==> src/rtl/bdp_pkg.sv <==
// shared types and constants of the advertising data parser
`default_nettype none

package bdp_pkg;

    // largest payload that an ad structure may reach into
    localparam int unsigned MAX_ADV_BYTES = 31;

    localparam logic [7:0] POS_SAT = 8'd255;

    // ad structure type codes
    localparam logic [7:0] AD_FLAGS        = 8'h01;
    localparam logic [7:0] AD_UUID16_PART  = 8'h02;
    localparam logic [7:0] AD_UUID16_FULL  = 8'h03;
    localparam logic [7:0] AD_UUID32_PART  = 8'h04;
    localparam logic [7:0] AD_UUID32_FULL  = 8'h05;
    localparam logic [7:0] AD_UUID128_PART = 8'h06;
    localparam logic [7:0] AD_UUID128_FULL = 8'h07;
    localparam logic [7:0] AD_NAME_SHORT   = 8'h08;
    localparam logic [7:0] AD_NAME_FULL    = 8'h09;
    localparam logic [7:0] AD_TX_POWER     = 8'h0A;
    localparam logic [7:0] AD_APPEARANCE   = 8'h19;
    localparam logic [7:0] AD_MFR          = 8'hFF;

    // element sizes in bytes
    localparam logic [4:0] SIZE_PAIR    = 5'd2;
    localparam logic [4:0] SIZE_UUID32  = 5'd4;
    localparam logic [4:0] SIZE_UUID128 = 5'd16;

    typedef enum logic [1:0] {
        PH_LEN,
        PH_TYPE,
        PH_DATA,
        PH_SKIP
    } phase_t;

    typedef enum logic [3:0] {
        KIND_FLAGS    = 4'd0,
        KIND_UUID16   = 4'd1,
        KIND_UUID32   = 4'd2,
        KIND_UUID128  = 4'd3,
        KIND_NAME     = 4'd4,
        KIND_TX_POWER = 4'd5,
        KIND_APPEAR   = 4'd6,
        KIND_MFR_ID   = 4'd7,
        KIND_MFR_DATA = 4'd8,
        KIND_END      = 4'd9
    } kind_t;

    // work handed from the front to the back for one accepted byte
    typedef struct packed {
        logic        rec_valid;
        kind_t       kind;
        logic [63:0] lo;
        logic [63:0] hi;
        logic        field_last;
        logic        end_mark;
    } cmd_t;

endpackage

`default_nettype wire

==> src/rtl/bdp_in_if.sv <==
// request channel carrying payload bytes
`default_nettype none

interface bdp_in_if;
    logic       valid;
    logic       ready;
    logic [7:0] adv_byte;
    logic       last_byte;

    modport source (output valid, output adv_byte, output last_byte, input ready);
    modport sink (input valid, input adv_byte, input last_byte, output ready);
endinterface

`default_nettype wire

==> src/rtl/bdp_out_if.sv <==
// request channel carrying decoded records
`default_nettype none

interface bdp_out_if;
    logic        valid;
    logic        ready;
    logic [3:0]  kind;
    logic [63:0] value_low;
    logic [63:0] value_high;
    logic        field_last;
    logic        run_last;

    modport source (
        output valid, output kind, output value_low, output value_high,
        output field_last, output run_last, input ready
    );
    modport sink (
        input valid, input kind, input value_low, input value_high,
        input field_last, input run_last, output ready
    );
endinterface

`default_nettype wire

==> src/rtl/bdp_front.sv <==
// front end: walks ad structures and classifies each payload byte
`default_nettype none

module bdp_front import bdp_pkg::*; (
    input  logic   clk,
    input  logic   rst_n,
    bdp_in_if.sink adv,
    input  logic   push_ready,
    output logic   push,
    output cmd_t   cmd
);

    phase_t      phase_reg, phase_next;
    logic [7:0]  pos_reg, pos_next;
    logic [7:0]  remain_reg, remain_next;
    logic [7:0]  type_reg, type_next;
    logic [4:0]  count_reg, count_next;
    logic [63:0] asm_lo_reg, asm_lo_next;
    logic [63:0] asm_hi_reg, asm_hi_next;
    logic        ended_reg, ended_next;
    logic        taken_reg, taken_next;

    logic        accept;
    logic [7:0]  b;
    logic [7:0]  rem_dec;
    logic        fits;
    logic [8:0]  reach;
    logic [4:0]  cnt_inc;
    logic [63:0] merged_lo, merged_hi;

    logic        gather_en;
    logic [4:0]  gather_size;
    kind_t       gather_kind;
    logic        set_ended, set_taken;

    assign adv.ready = push_ready;
    assign accept    = adv.valid & push_ready;
    assign b         = adv.adv_byte;
    assign rem_dec   = remain_reg - 8'd1;
    assign cnt_inc   = count_reg + 5'd1;
    assign reach     = {1'b0, pos_reg} + 9'd1 + {1'b0, b};
    assign fits      = (b > 8'd1) && (reach <= 9'(MAX_ADV_BYTES));

    // drop the byte into its lane of the assembly
    always_comb
    begin
        for (int i = 0; i < 8; i++)
        begin
            merged_lo[8*i +: 8] = asm_lo_reg[8*i +: 8]
                | ((count_reg[4:3] == 2'b00 && count_reg[2:0] == 3'(i)) ? b : 8'd0);
            merged_hi[8*i +: 8] = asm_hi_reg[8*i +: 8]
                | ((count_reg[4:3] == 2'b01 && count_reg[2:0] == 3'(i)) ? b : 8'd0);
        end
    end

    // parse phase
    always_comb
    begin
        phase_next = phase_reg;
        if (accept)
        begin
            unique case (phase_reg)
                PH_LEN:
                begin
                    if (b == 8'd0)
                        phase_next = PH_LEN;
                    else if (fits)
                        phase_next = PH_TYPE;
                    else
                        phase_next = PH_SKIP;
                end
                PH_TYPE:
                    phase_next = (remain_reg != 8'd0) ? PH_DATA : PH_LEN;
                PH_DATA, PH_SKIP:
                    phase_next = (rem_dec == 8'd0) ? PH_LEN : phase_reg;
            endcase
            if (adv.last_byte)
                phase_next = PH_LEN;
        end
    end

    // which types gather multi-byte elements
    always_comb
    begin
        gather_en   = 1'b0;
        gather_size = SIZE_PAIR;
        gather_kind = KIND_UUID16;
        set_ended   = 1'b0;
        set_taken   = 1'b0;
        unique case (type_reg)
            AD_UUID16_PART, AD_UUID16_FULL:
                gather_en = 1'b1;
            AD_UUID32_PART, AD_UUID32_FULL:
            begin
                gather_en   = 1'b1;
                gather_size = SIZE_UUID32;
                gather_kind = KIND_UUID32;
            end
            AD_UUID128_PART, AD_UUID128_FULL:
            begin
                gather_en   = !taken_reg;
                gather_size = SIZE_UUID128;
                gather_kind = KIND_UUID128;
                set_taken   = 1'b1;
            end
            AD_APPEARANCE:
            begin
                gather_en   = !ended_reg;
                gather_kind = KIND_APPEAR;
                set_ended   = 1'b1;
            end
            AD_MFR:
            begin
                gather_en   = !ended_reg;
                gather_kind = KIND_MFR_ID;
                set_ended   = 1'b1;
            end
            default:
                gather_en = 1'b0;
        endcase
    end

    // state update and command
    always_comb
    begin
        pos_next    = pos_reg;
        remain_next = remain_reg;
        type_next   = type_reg;
        count_next  = count_reg;
        asm_lo_next = asm_lo_reg;
        asm_hi_next = asm_hi_reg;
        ended_next  = ended_reg;
        taken_next  = taken_reg;

        cmd.rec_valid  = 1'b0;
        cmd.kind       = KIND_FLAGS;
        cmd.lo         = 64'd0;
        cmd.hi         = 64'd0;
        cmd.field_last = 1'b0;
        cmd.end_mark   = accept & adv.last_byte;

        if (accept)
        begin
            if (pos_reg != POS_SAT)
                pos_next = pos_reg + 8'd1;

            unique case (phase_reg)
                PH_LEN:
                begin
                    if (b != 8'd0)
                        remain_next = fits ? (b - 8'd1) : b;
                end
                PH_TYPE:
                begin
                    type_next   = b;
                    count_next  = 5'd0;
                    asm_lo_next = 64'd0;
                    asm_hi_next = 64'd0;
                    ended_next  = 1'b0;
                    taken_next  = 1'b0;
                end
                PH_DATA:
                begin
                    remain_next = rem_dec;
                    if (type_reg == AD_FLAGS || type_reg == AD_TX_POWER)
                    begin
                        if (!ended_reg)
                        begin
                            cmd.rec_valid = 1'b1;
                            cmd.kind = (type_reg == AD_FLAGS) ? KIND_FLAGS : KIND_TX_POWER;
                            cmd.lo = {56'd0, b};
                            ended_next = 1'b1;
                        end
                    end
                    else if (type_reg == AD_NAME_SHORT || type_reg == AD_NAME_FULL)
                    begin
                        if (!ended_reg)
                        begin
                            cmd.rec_valid  = 1'b1;
                            cmd.kind       = KIND_NAME;
                            cmd.lo         = {56'd0, b};
                            // an embedded zero closes the name early
                            cmd.field_last = (b == 8'd0) || (rem_dec == 8'd0);
                            ended_next     = (b == 8'd0);
                        end
                    end
                    else if (type_reg == AD_MFR && ended_reg)
                    begin
                        cmd.rec_valid  = 1'b1;
                        cmd.kind       = KIND_MFR_DATA;
                        cmd.lo         = {56'd0, b};
                        cmd.field_last = (rem_dec == 8'd0);
                    end
                    else if (gather_en)
                    begin
                        if (cnt_inc >= gather_size)
                        begin
                            cmd.rec_valid = 1'b1;
                            cmd.kind      = gather_kind;
                            cmd.lo        = merged_lo;
                            cmd.hi        = merged_hi;
                            asm_lo_next   = 64'd0;
                            asm_hi_next   = 64'd0;
                            count_next    = 5'd0;
                            ended_next    = ended_reg | set_ended;
                            taken_next    = taken_reg | set_taken;
                        end
                        else
                        begin
                            asm_lo_next = merged_lo;
                            asm_hi_next = merged_hi;
                            count_next  = cnt_inc;
                        end
                    end
                end
                PH_SKIP:
                    remain_next = rem_dec;
            endcase

            if (adv.last_byte)
            begin
                pos_next    = 8'd0;
                remain_next = 8'd0;
                type_next   = 8'd0;
                count_next  = 5'd0;
                asm_lo_next = 64'd0;
                asm_hi_next = 64'd0;
                ended_next  = 1'b0;
                taken_next  = 1'b0;
            end
        end
    end

    assign push = accept & (cmd.rec_valid | adv.last_byte);

    always_ff @(posedge clk or negedge rst_n)
    begin
        if (!rst_n)
        begin
            phase_reg  <= PH_LEN;
            pos_reg    <= 8'd0;
            remain_reg <= 8'd0;
            type_reg   <= 8'd0;
            count_reg  <= 5'd0;
            asm_lo_reg <= 64'd0;
            asm_hi_reg <= 64'd0;
            ended_reg  <= 1'b0;
            taken_reg  <= 1'b0;
        end
        else
        begin
            phase_reg  <= phase_next;
            pos_reg    <= pos_next;
            remain_reg <= remain_next;
            type_reg   <= type_next;
            count_reg  <= count_next;
            asm_lo_reg <= asm_lo_next;
            asm_hi_reg <= asm_hi_next;
            ended_reg  <= ended_next;
            taken_reg  <= taken_next;
        end
    end

endmodule

`default_nettype wire

==> src/rtl/bdp_queue.sv <==
// short command queue between front and back
`default_nettype none

module bdp_queue import bdp_pkg::*; #(
    parameter int DEPTH = 2
) (
    input  logic clk,
    input  logic rst_n,
    input  logic push,
    input  cmd_t push_data,
    output logic push_ready,
    input  logic pop,
    output logic head_valid,
    output cmd_t head
);

    localparam int PTR_W = (DEPTH > 1) ? $clog2(DEPTH) : 1;
    localparam int CNT_W = $clog2(DEPTH + 1);
    localparam logic [PTR_W-1:0] PTR_LAST = PTR_W'(DEPTH - 1);

    cmd_t             slot_reg [DEPTH];
    logic [PTR_W-1:0] wr_ptr_reg, wr_ptr_next;
    logic [PTR_W-1:0] rd_ptr_reg, rd_ptr_next;
    logic [CNT_W-1:0] fill_reg, fill_next;
    logic             do_push, do_pop;

    assign push_ready = (fill_reg != CNT_W'(DEPTH));
    assign head_valid = (fill_reg != '0);
    assign head       = slot_reg[rd_ptr_reg];
    assign do_push    = push & push_ready;
    assign do_pop     = pop & head_valid;

    always_comb
    begin
        wr_ptr_next = wr_ptr_reg;
        rd_ptr_next = rd_ptr_reg;
        fill_next   = fill_reg;
        if (do_push)
            wr_ptr_next = (wr_ptr_reg == PTR_LAST) ? '0 : wr_ptr_reg + PTR_W'(1);
        if (do_pop)
            rd_ptr_next = (rd_ptr_reg == PTR_LAST) ? '0 : rd_ptr_reg + PTR_W'(1);
        if (do_push && !do_pop)
            fill_next = fill_reg + CNT_W'(1);
        else if (do_pop && !do_push)
            fill_next = fill_reg - CNT_W'(1);
    end

    always_ff @(posedge clk or negedge rst_n)
    begin
        if (!rst_n)
        begin
            wr_ptr_reg <= '0;
            rd_ptr_reg <= '0;
            fill_reg   <= '0;
        end
        else
        begin
            wr_ptr_reg <= wr_ptr_next;
            rd_ptr_reg <= rd_ptr_next;
            fill_reg   <= fill_next;
        end
    end

    always_ff @(posedge clk)
    begin
        if (do_push)
            slot_reg[wr_ptr_reg] <= push_data;
    end

endmodule

`default_nettype wire

==> src/rtl/bdp_back.sv <==
// back end: expands commands into records through an output register
`default_nettype none

module bdp_back import bdp_pkg::*; (
    input  logic       clk,
    input  logic       rst_n,
    input  logic       head_valid,
    input  cmd_t       head,
    output logic       pop,
    bdp_out_if.source  rec
);

    logic        valid_reg, valid_next;
    logic        pend_reg, pend_next;
    kind_t       kind_reg, kind_next;
    logic [63:0] lo_reg, lo_next;
    logic [63:0] hi_reg, hi_next;
    logic        fl_reg, fl_next;
    logic        rl_reg, rl_next;
    logic        load_ok;

    assign load_ok = !valid_reg || rec.ready;

    always_comb
    begin
        valid_next = valid_reg;
        pend_next  = pend_reg;
        kind_next  = kind_reg;
        lo_next    = lo_reg;
        hi_next    = hi_reg;
        fl_next    = fl_reg;
        rl_next    = rl_reg;
        pop        = 1'b0;
        if (load_ok)
        begin
            // end record owed from a byte whose data record went out first
            if (pend_reg)
            begin
                valid_next = 1'b1;
                pend_next  = 1'b0;
                kind_next  = KIND_END;
                lo_next    = 64'd0;
                hi_next    = 64'd0;
                fl_next    = 1'b0;
                rl_next    = 1'b1;
            end
            else if (head_valid)
            begin
                pop        = 1'b1;
                valid_next = 1'b1;
                if (head.rec_valid)
                begin
                    kind_next = head.kind;
                    lo_next   = head.lo;
                    hi_next   = head.hi;
                    fl_next   = head.field_last;
                    rl_next   = !head.end_mark;
                    pend_next = head.end_mark;
                end
                else
                begin
                    kind_next = KIND_END;
                    lo_next   = 64'd0;
                    hi_next   = 64'd0;
                    fl_next   = 1'b0;
                    rl_next   = 1'b1;
                end
            end
            else
                valid_next = 1'b0;
        end
    end

    always_ff @(posedge clk or negedge rst_n)
    begin
        if (!rst_n)
        begin
            valid_reg <= 1'b0;
            pend_reg  <= 1'b0;
        end
        else
        begin
            valid_reg <= valid_next;
            pend_reg  <= pend_next;
        end
    end

    always_ff @(posedge clk)
    begin
        kind_reg <= kind_next;
        lo_reg   <= lo_next;
        hi_reg   <= hi_next;
        fl_reg   <= fl_next;
        rl_reg   <= rl_next;
    end

    assign rec.valid      = valid_reg;
    assign rec.kind       = kind_reg;
    assign rec.value_low  = lo_reg;
    assign rec.value_high = hi_reg;
    assign rec.field_last = fl_reg;
    assign rec.run_last   = rl_reg;

endmodule

`default_nettype wire

==> src/rtl/ble_adv_data_parser_top.sv <==
// top level of the advertising data parser: front, command queue and back
// the first record of a byte passes a queue slot, then the output register
// throughput: one payload byte per cycle while the queue has room; a byte giving
//   a data record and the end record fills the output register once per record
// reset: asynchronous, active low; parse state back to expecting a length byte,
//   queue emptied and output register invalid, no clearing pass
`default_nettype none

module ble_adv_data_parser_top import bdp_pkg::*; #(
    parameter int QUEUE_DEPTH = 2
) (
    input  logic      clk,
    input  logic      rst_n,
    bdp_in_if.sink    adv,
    bdp_out_if.source rec
);

    // command from front to queue
    cmd_t front_cmd;
    logic front_push;
    logic queue_ready;

    // queue head to back
    cmd_t head_cmd;
    logic head_valid;
    logic back_pop;

    // front takes a byte whenever the queue has room, so it keeps going while
    // the back is stalled on the record port
    bdp_front u_front (
        .clk        (clk),
        .rst_n      (rst_n),
        .adv        (adv),
        .push_ready (queue_ready),
        .push       (front_push),
        .cmd        (front_cmd)
    );

    // decouples the parse from record delivery
    bdp_queue #(
        .DEPTH (QUEUE_DEPTH)
    ) u_queue (
        .clk        (clk),
        .rst_n      (rst_n),
        .push       (front_push),
        .push_data  (front_cmd),
        .push_ready (queue_ready),
        .pop        (back_pop),
        .head_valid (head_valid),
        .head       (head_cmd)
    );

    // splits a command into one or two records, end record always last
    bdp_back u_back (
        .clk        (clk),
        .rst_n      (rst_n),
        .head_valid (head_valid),
        .head       (head_cmd),
        .pop        (back_pop),
        .rec        (rec)
    );

endmodule

`default_nettype wire

==> src/flat_wrapper.sv <==
// flat-port wrapper written by rule: the top's interface ports become plain ports
module ble_adv_data_parser_top_flat import bdp_pkg::*;
#(
    parameter int QUEUE_DEPTH = 2
)
  (clk, rst_n, adv_valid, adv_adv_byte, adv_last_byte, adv_ready, rec_valid, rec_kind, rec_value_low, rec_value_high, rec_field_last, rec_run_last, rec_ready);
  bdp_in_if adv_i ();
  bdp_out_if rec_i ();
  input  logic clk;
  input  logic rst_n;
  input wire logic [$bits(adv_i.valid)-1:0] adv_valid;
  input wire logic [$bits(adv_i.adv_byte)-1:0] adv_adv_byte;
  input wire logic [$bits(adv_i.last_byte)-1:0] adv_last_byte;
  output wire logic [$bits(adv_i.ready)-1:0] adv_ready;
  output wire logic [$bits(rec_i.valid)-1:0] rec_valid;
  output wire logic [$bits(rec_i.kind)-1:0] rec_kind;
  output wire logic [$bits(rec_i.value_low)-1:0] rec_value_low;
  output wire logic [$bits(rec_i.value_high)-1:0] rec_value_high;
  output wire logic [$bits(rec_i.field_last)-1:0] rec_field_last;
  output wire logic [$bits(rec_i.run_last)-1:0] rec_run_last;
  input wire logic [$bits(rec_i.ready)-1:0] rec_ready;
  assign adv_i.valid = adv_valid;
  assign adv_i.adv_byte = adv_adv_byte;
  assign adv_i.last_byte = adv_last_byte;
  assign adv_ready = adv_i.ready;
  assign rec_valid = rec_i.valid;
  assign rec_kind = rec_i.kind;
  assign rec_value_low = rec_i.value_low;
  assign rec_value_high = rec_i.value_high;
  assign rec_field_last = rec_i.field_last;
  assign rec_run_last = rec_i.run_last;
  assign rec_i.ready = rec_ready;
  ble_adv_data_parser_top #(.QUEUE_DEPTH(QUEUE_DEPTH)) u_core (.clk(clk), .rst_n(rst_n), .adv(adv_i), .rec(rec_i));
endmodule
==> config.mk <==
export PLATFORM = sky130hd
export DESIGN_NAME = ble_adv_data_parser_top_flat
export DESIGN_NICKNAME = d
export VERILOG_FILES = /design/src/rtl/bdp_pkg.sv /design/src/rtl/bdp_in_if.sv /design/src/rtl/bdp_out_if.sv /design/src/rtl/bdp_front.sv /design/src/rtl/bdp_queue.sv /design/src/rtl/bdp_back.sv /design/src/rtl/ble_adv_data_parser_top.sv /design/src/flat_wrapper.sv
export SDC_FILE = /design/constraint.sdc
export NUM_CORES = 1
export LEC_CHECK = 0
export ABC_AREA = 1
export BUFFER_PORTS_ARGS = -buffer_cell sky130_fd_sc_hd__buf_2
export CAP_MARGIN = 20
export CORE_MARGIN = 2
export CORE_UTILIZATION = 40
export DETAILED_ROUTE_END_ITERATION = 10
export GPL_TIMING_DRIVEN = 0
export HOLD_SLACK_MARGIN = 0.15
export PLACE_DENSITY = 0.7
export SLEW_MARGIN = 40
export SYNTH_ARGS = -nofsm -noshare
export SYNTH_HDL_FRONTEND = slang
export SYNTH_SLANG_ARGS = --single-unit
==> constraint.sdc <==
create_clock -name clk -period 9.2 [get_ports clk]
set_clock_uncertainty 0.1 [all_clocks]
set_input_delay 0.46 -clock clk [delete_from_list [all_inputs] [get_ports clk]]
set_output_delay 0.46 -clock clk [all_outputs]
set_load 0.005 [all_outputs]
==> results_dict.tcl <==
set metrics [dict create \
    run_status "finished clean" \
    clkTransAtPathRegs_ps 60 \
    cts_buffer_depth 3 \
    cts-buffers-inserted 54 \
    postLayoutCoreUtil_pct 47.0 \
    cts_resized 0 \
    fin_crit_ps 3880 \
    routed_wl_mm 57.8 \
    core_region_area_mm2 0.0601 \
    total_power_uw 8080 \
    yosysTopAreaCellShare_pct 50.1 \
    antenna_cells 0 \
    slew_viol_final 0 \
    grt_use_met2_pct 30.2 \
    critPathCaptureType "register" \
    cp-start-kind "register" \
    grt_usage_pct 18.4 \
    synth_cell_types 41 \
    rsz0062_at_grt "false" \
    hold_viol 0 \
    crit_type "register to register" \
    viasPerCell 5.04 \
    met3_usage_pct 2.76 \
    fin_crit_sh_pct 42.2 \
    vias 16308 \
    cts.htree.levels 2 \
    synthCells 2178 \
    synth_fp_nets 2216 \
    io_pins 149 \
    grt_max_degree 78 \
    drive_above_1_share_pct 17.1 \
    yosys-top-cells-count "nand2_1, edfxtp_1, a21oi_1, inv_1, nor2_1" \
    top_usage_layer "met2" \
    worstRegToRegCells 17 \
    yosysWarnings 0 \
    synth_edf_count 404 \
    yosys-top-cells-area "edfxtp_1, dfrtp_1, nand2_1" \
    die_w_um 250 \
    dp_hpwl_mm 39.3 \
    worst_pin_slew_ps 827 \
    port_buffers 147 \
    drc 0 \
    synth-seq-area-share_pct 67.4 \
    place_ws_ps 5380 \
    async_reset_ff_share_pct 29.2 \
    tritoncts "done" \
    detail-route-antenna-nets 0 \
    synth_most_common_cell "nand2_1" \
    largest_reg_flops 270 \
    fill_cells 5453 \
    yosys_register_bits 571 \
    cp.required_ps 9410 \
    drt_iter0_drc 1212 \
    overflow 0 \
    maxCapViolations 0 \
    syn-cell-area_mm2 0.0242 \
    multi_input_area_mm2 0.00659 \
    powerDensity_mw_per_mm2 286 \
    nets 2449 \
    first_pass_iters 5 \
    cts_num_sinks 571 \
    grt_pass1_vias 16230 \
    netlist.top_cell.by_area "edfxtp_1" \
    cp_max_fo 17 \
    syn_to_final_growth_pct 16.7 \
    die-area_mm2 0.0625 \
    placementRows 90 \
    floorplan.initialDensity_pct 40.2 \
    place.gp.congestion 0.890 \
    antenna_found_initial 0 \
    irDropWorstVdd_mv 0.140 \
    max_freq_mhz 258 \
    place_area_mm2 0.0263 \
    setup_violations 0 \
    grtUsageMet1_pct 24.8 \
    synthFlopType "edfxtp_1" \
    leakagePower_uw 0.0107 \
    slew_headroom_pct 44.9 \
    die_h_um 250 \
    design_area_mm2 0.0282 \
    drt-wirelength-per-cell_um 17.8 \
    seq_area_mm2 0.0163 \
    hold_class "input port to async pin" \
    arrival_ps 4090 \
    cts_root_buf "clkbuf_16" \
    grt_pass1_wl_mm 89.9 \
    worstSkewPairLatency_ps 620 \
    postLayoutSetupSlackWorst_ps 5320 \
    syn_area_per_cell_um2 11.1 \
]
==> power by group <==
part	total (uW)	leakage (uW)	switching, uW	internal, uW
clock network	2280	0.000882	962	1310
registers	3640	0.00618	175	3460
logic	2160	0.00366	1490	673
==> what timing repair did <==
action                                 in CTS  in global routing
setup buffers                               0                  0
endpoints found under the hold margin     184                  0
hold buffers                               10                  0
==> final timing paths <==
path | from | endpoint | slack (ps)
worst max-delay path | u_core.u_front.count_reg[0] | u_core.u_queue.slot_reg[1][53] | 5320
worst min-delay path | rst_n | u_core.u_front.asm_lo_reg[56] | 250
worst max register to register | u_core.u_front.count_reg[0] | u_core.u_queue.slot_reg[1][53] | 5320
worst min register to register | u_core.u_front.pos_reg[4] | u_core.u_front.pos_reg[4] | 410
max in group asynchronous | rst_n | u_core.u_front.asm_hi_reg[34] | 8050
min in group clk | adv_valid | u_core.u_front.remain_reg[0] | 260
==> per-stage QoR <==
step | setup TNS [ps] | cells | hold slack [ps]
2_1_floorplan | 0 | 2178 | 64.4
3_3_place_gp | -688210 | 3107 | 386
3_5_place_dp | 0 | 3127 | 311
4_1_cts | 0 | 3238 | 219
5_1_grt | 0 | 3238 | 275
6_report | 0 | 3238 | 254
==> placed cells by master (no fill, tap or decap), drive strengths merged, types with 50 or more instances in the layout <==
cell type  Yosys  layout
o21bai       119     119
edfxtp       404     404
inv          202     206
clkbuf        47     114
a21oi        290     290
nand3         50      50
nor2         190     190
nand2        542     542
buf           55     221
dfrtp        167     167
==> final cells by class <==
cell class,instances,area share (%)
clock buffers,66,5.09
multi-input cells,1298,23.3
inverters,207,2.79
clock inverters,35,1.32
well taps,782,3.47
plain buffers,102,1.95
flip-flops and latches,571,57.8
repair buffers,177,4.27
==> worst max-delay path: stages (launching register included) <==
cell and delay, ps:
dfrtp_1 450, ha_1 270, ha_1 320, inv_1 60
ha_1 270, a21oi_1 60, nand2_1 60, nand2_1 50
nand2_1 130, nand2_2 110, nand2_1 70, nand2_1 100
buf_2 230, a21oi_4 490, buf_8 250, buf_8 200
buf_6 180, buf_16 160
==> kinds of logic after synthesis <==
family / share of synthesized area [%]
xor+xnor: 0.507
fa+ha+maj: 1.32
compound gates: 12.1
flops: 67.4
buf+inv: 5.44
simple gates: 13.2
==> per-layer routing <==
metal  vias to the layer above  part of all wire (%)
li1                       7777                     -
met1                      7929                    43
met2                       481                    48
met3                       121                   5.6
met4                         0                   3.2
met5                         -                     0
Power figures use the tool's default switching activity.
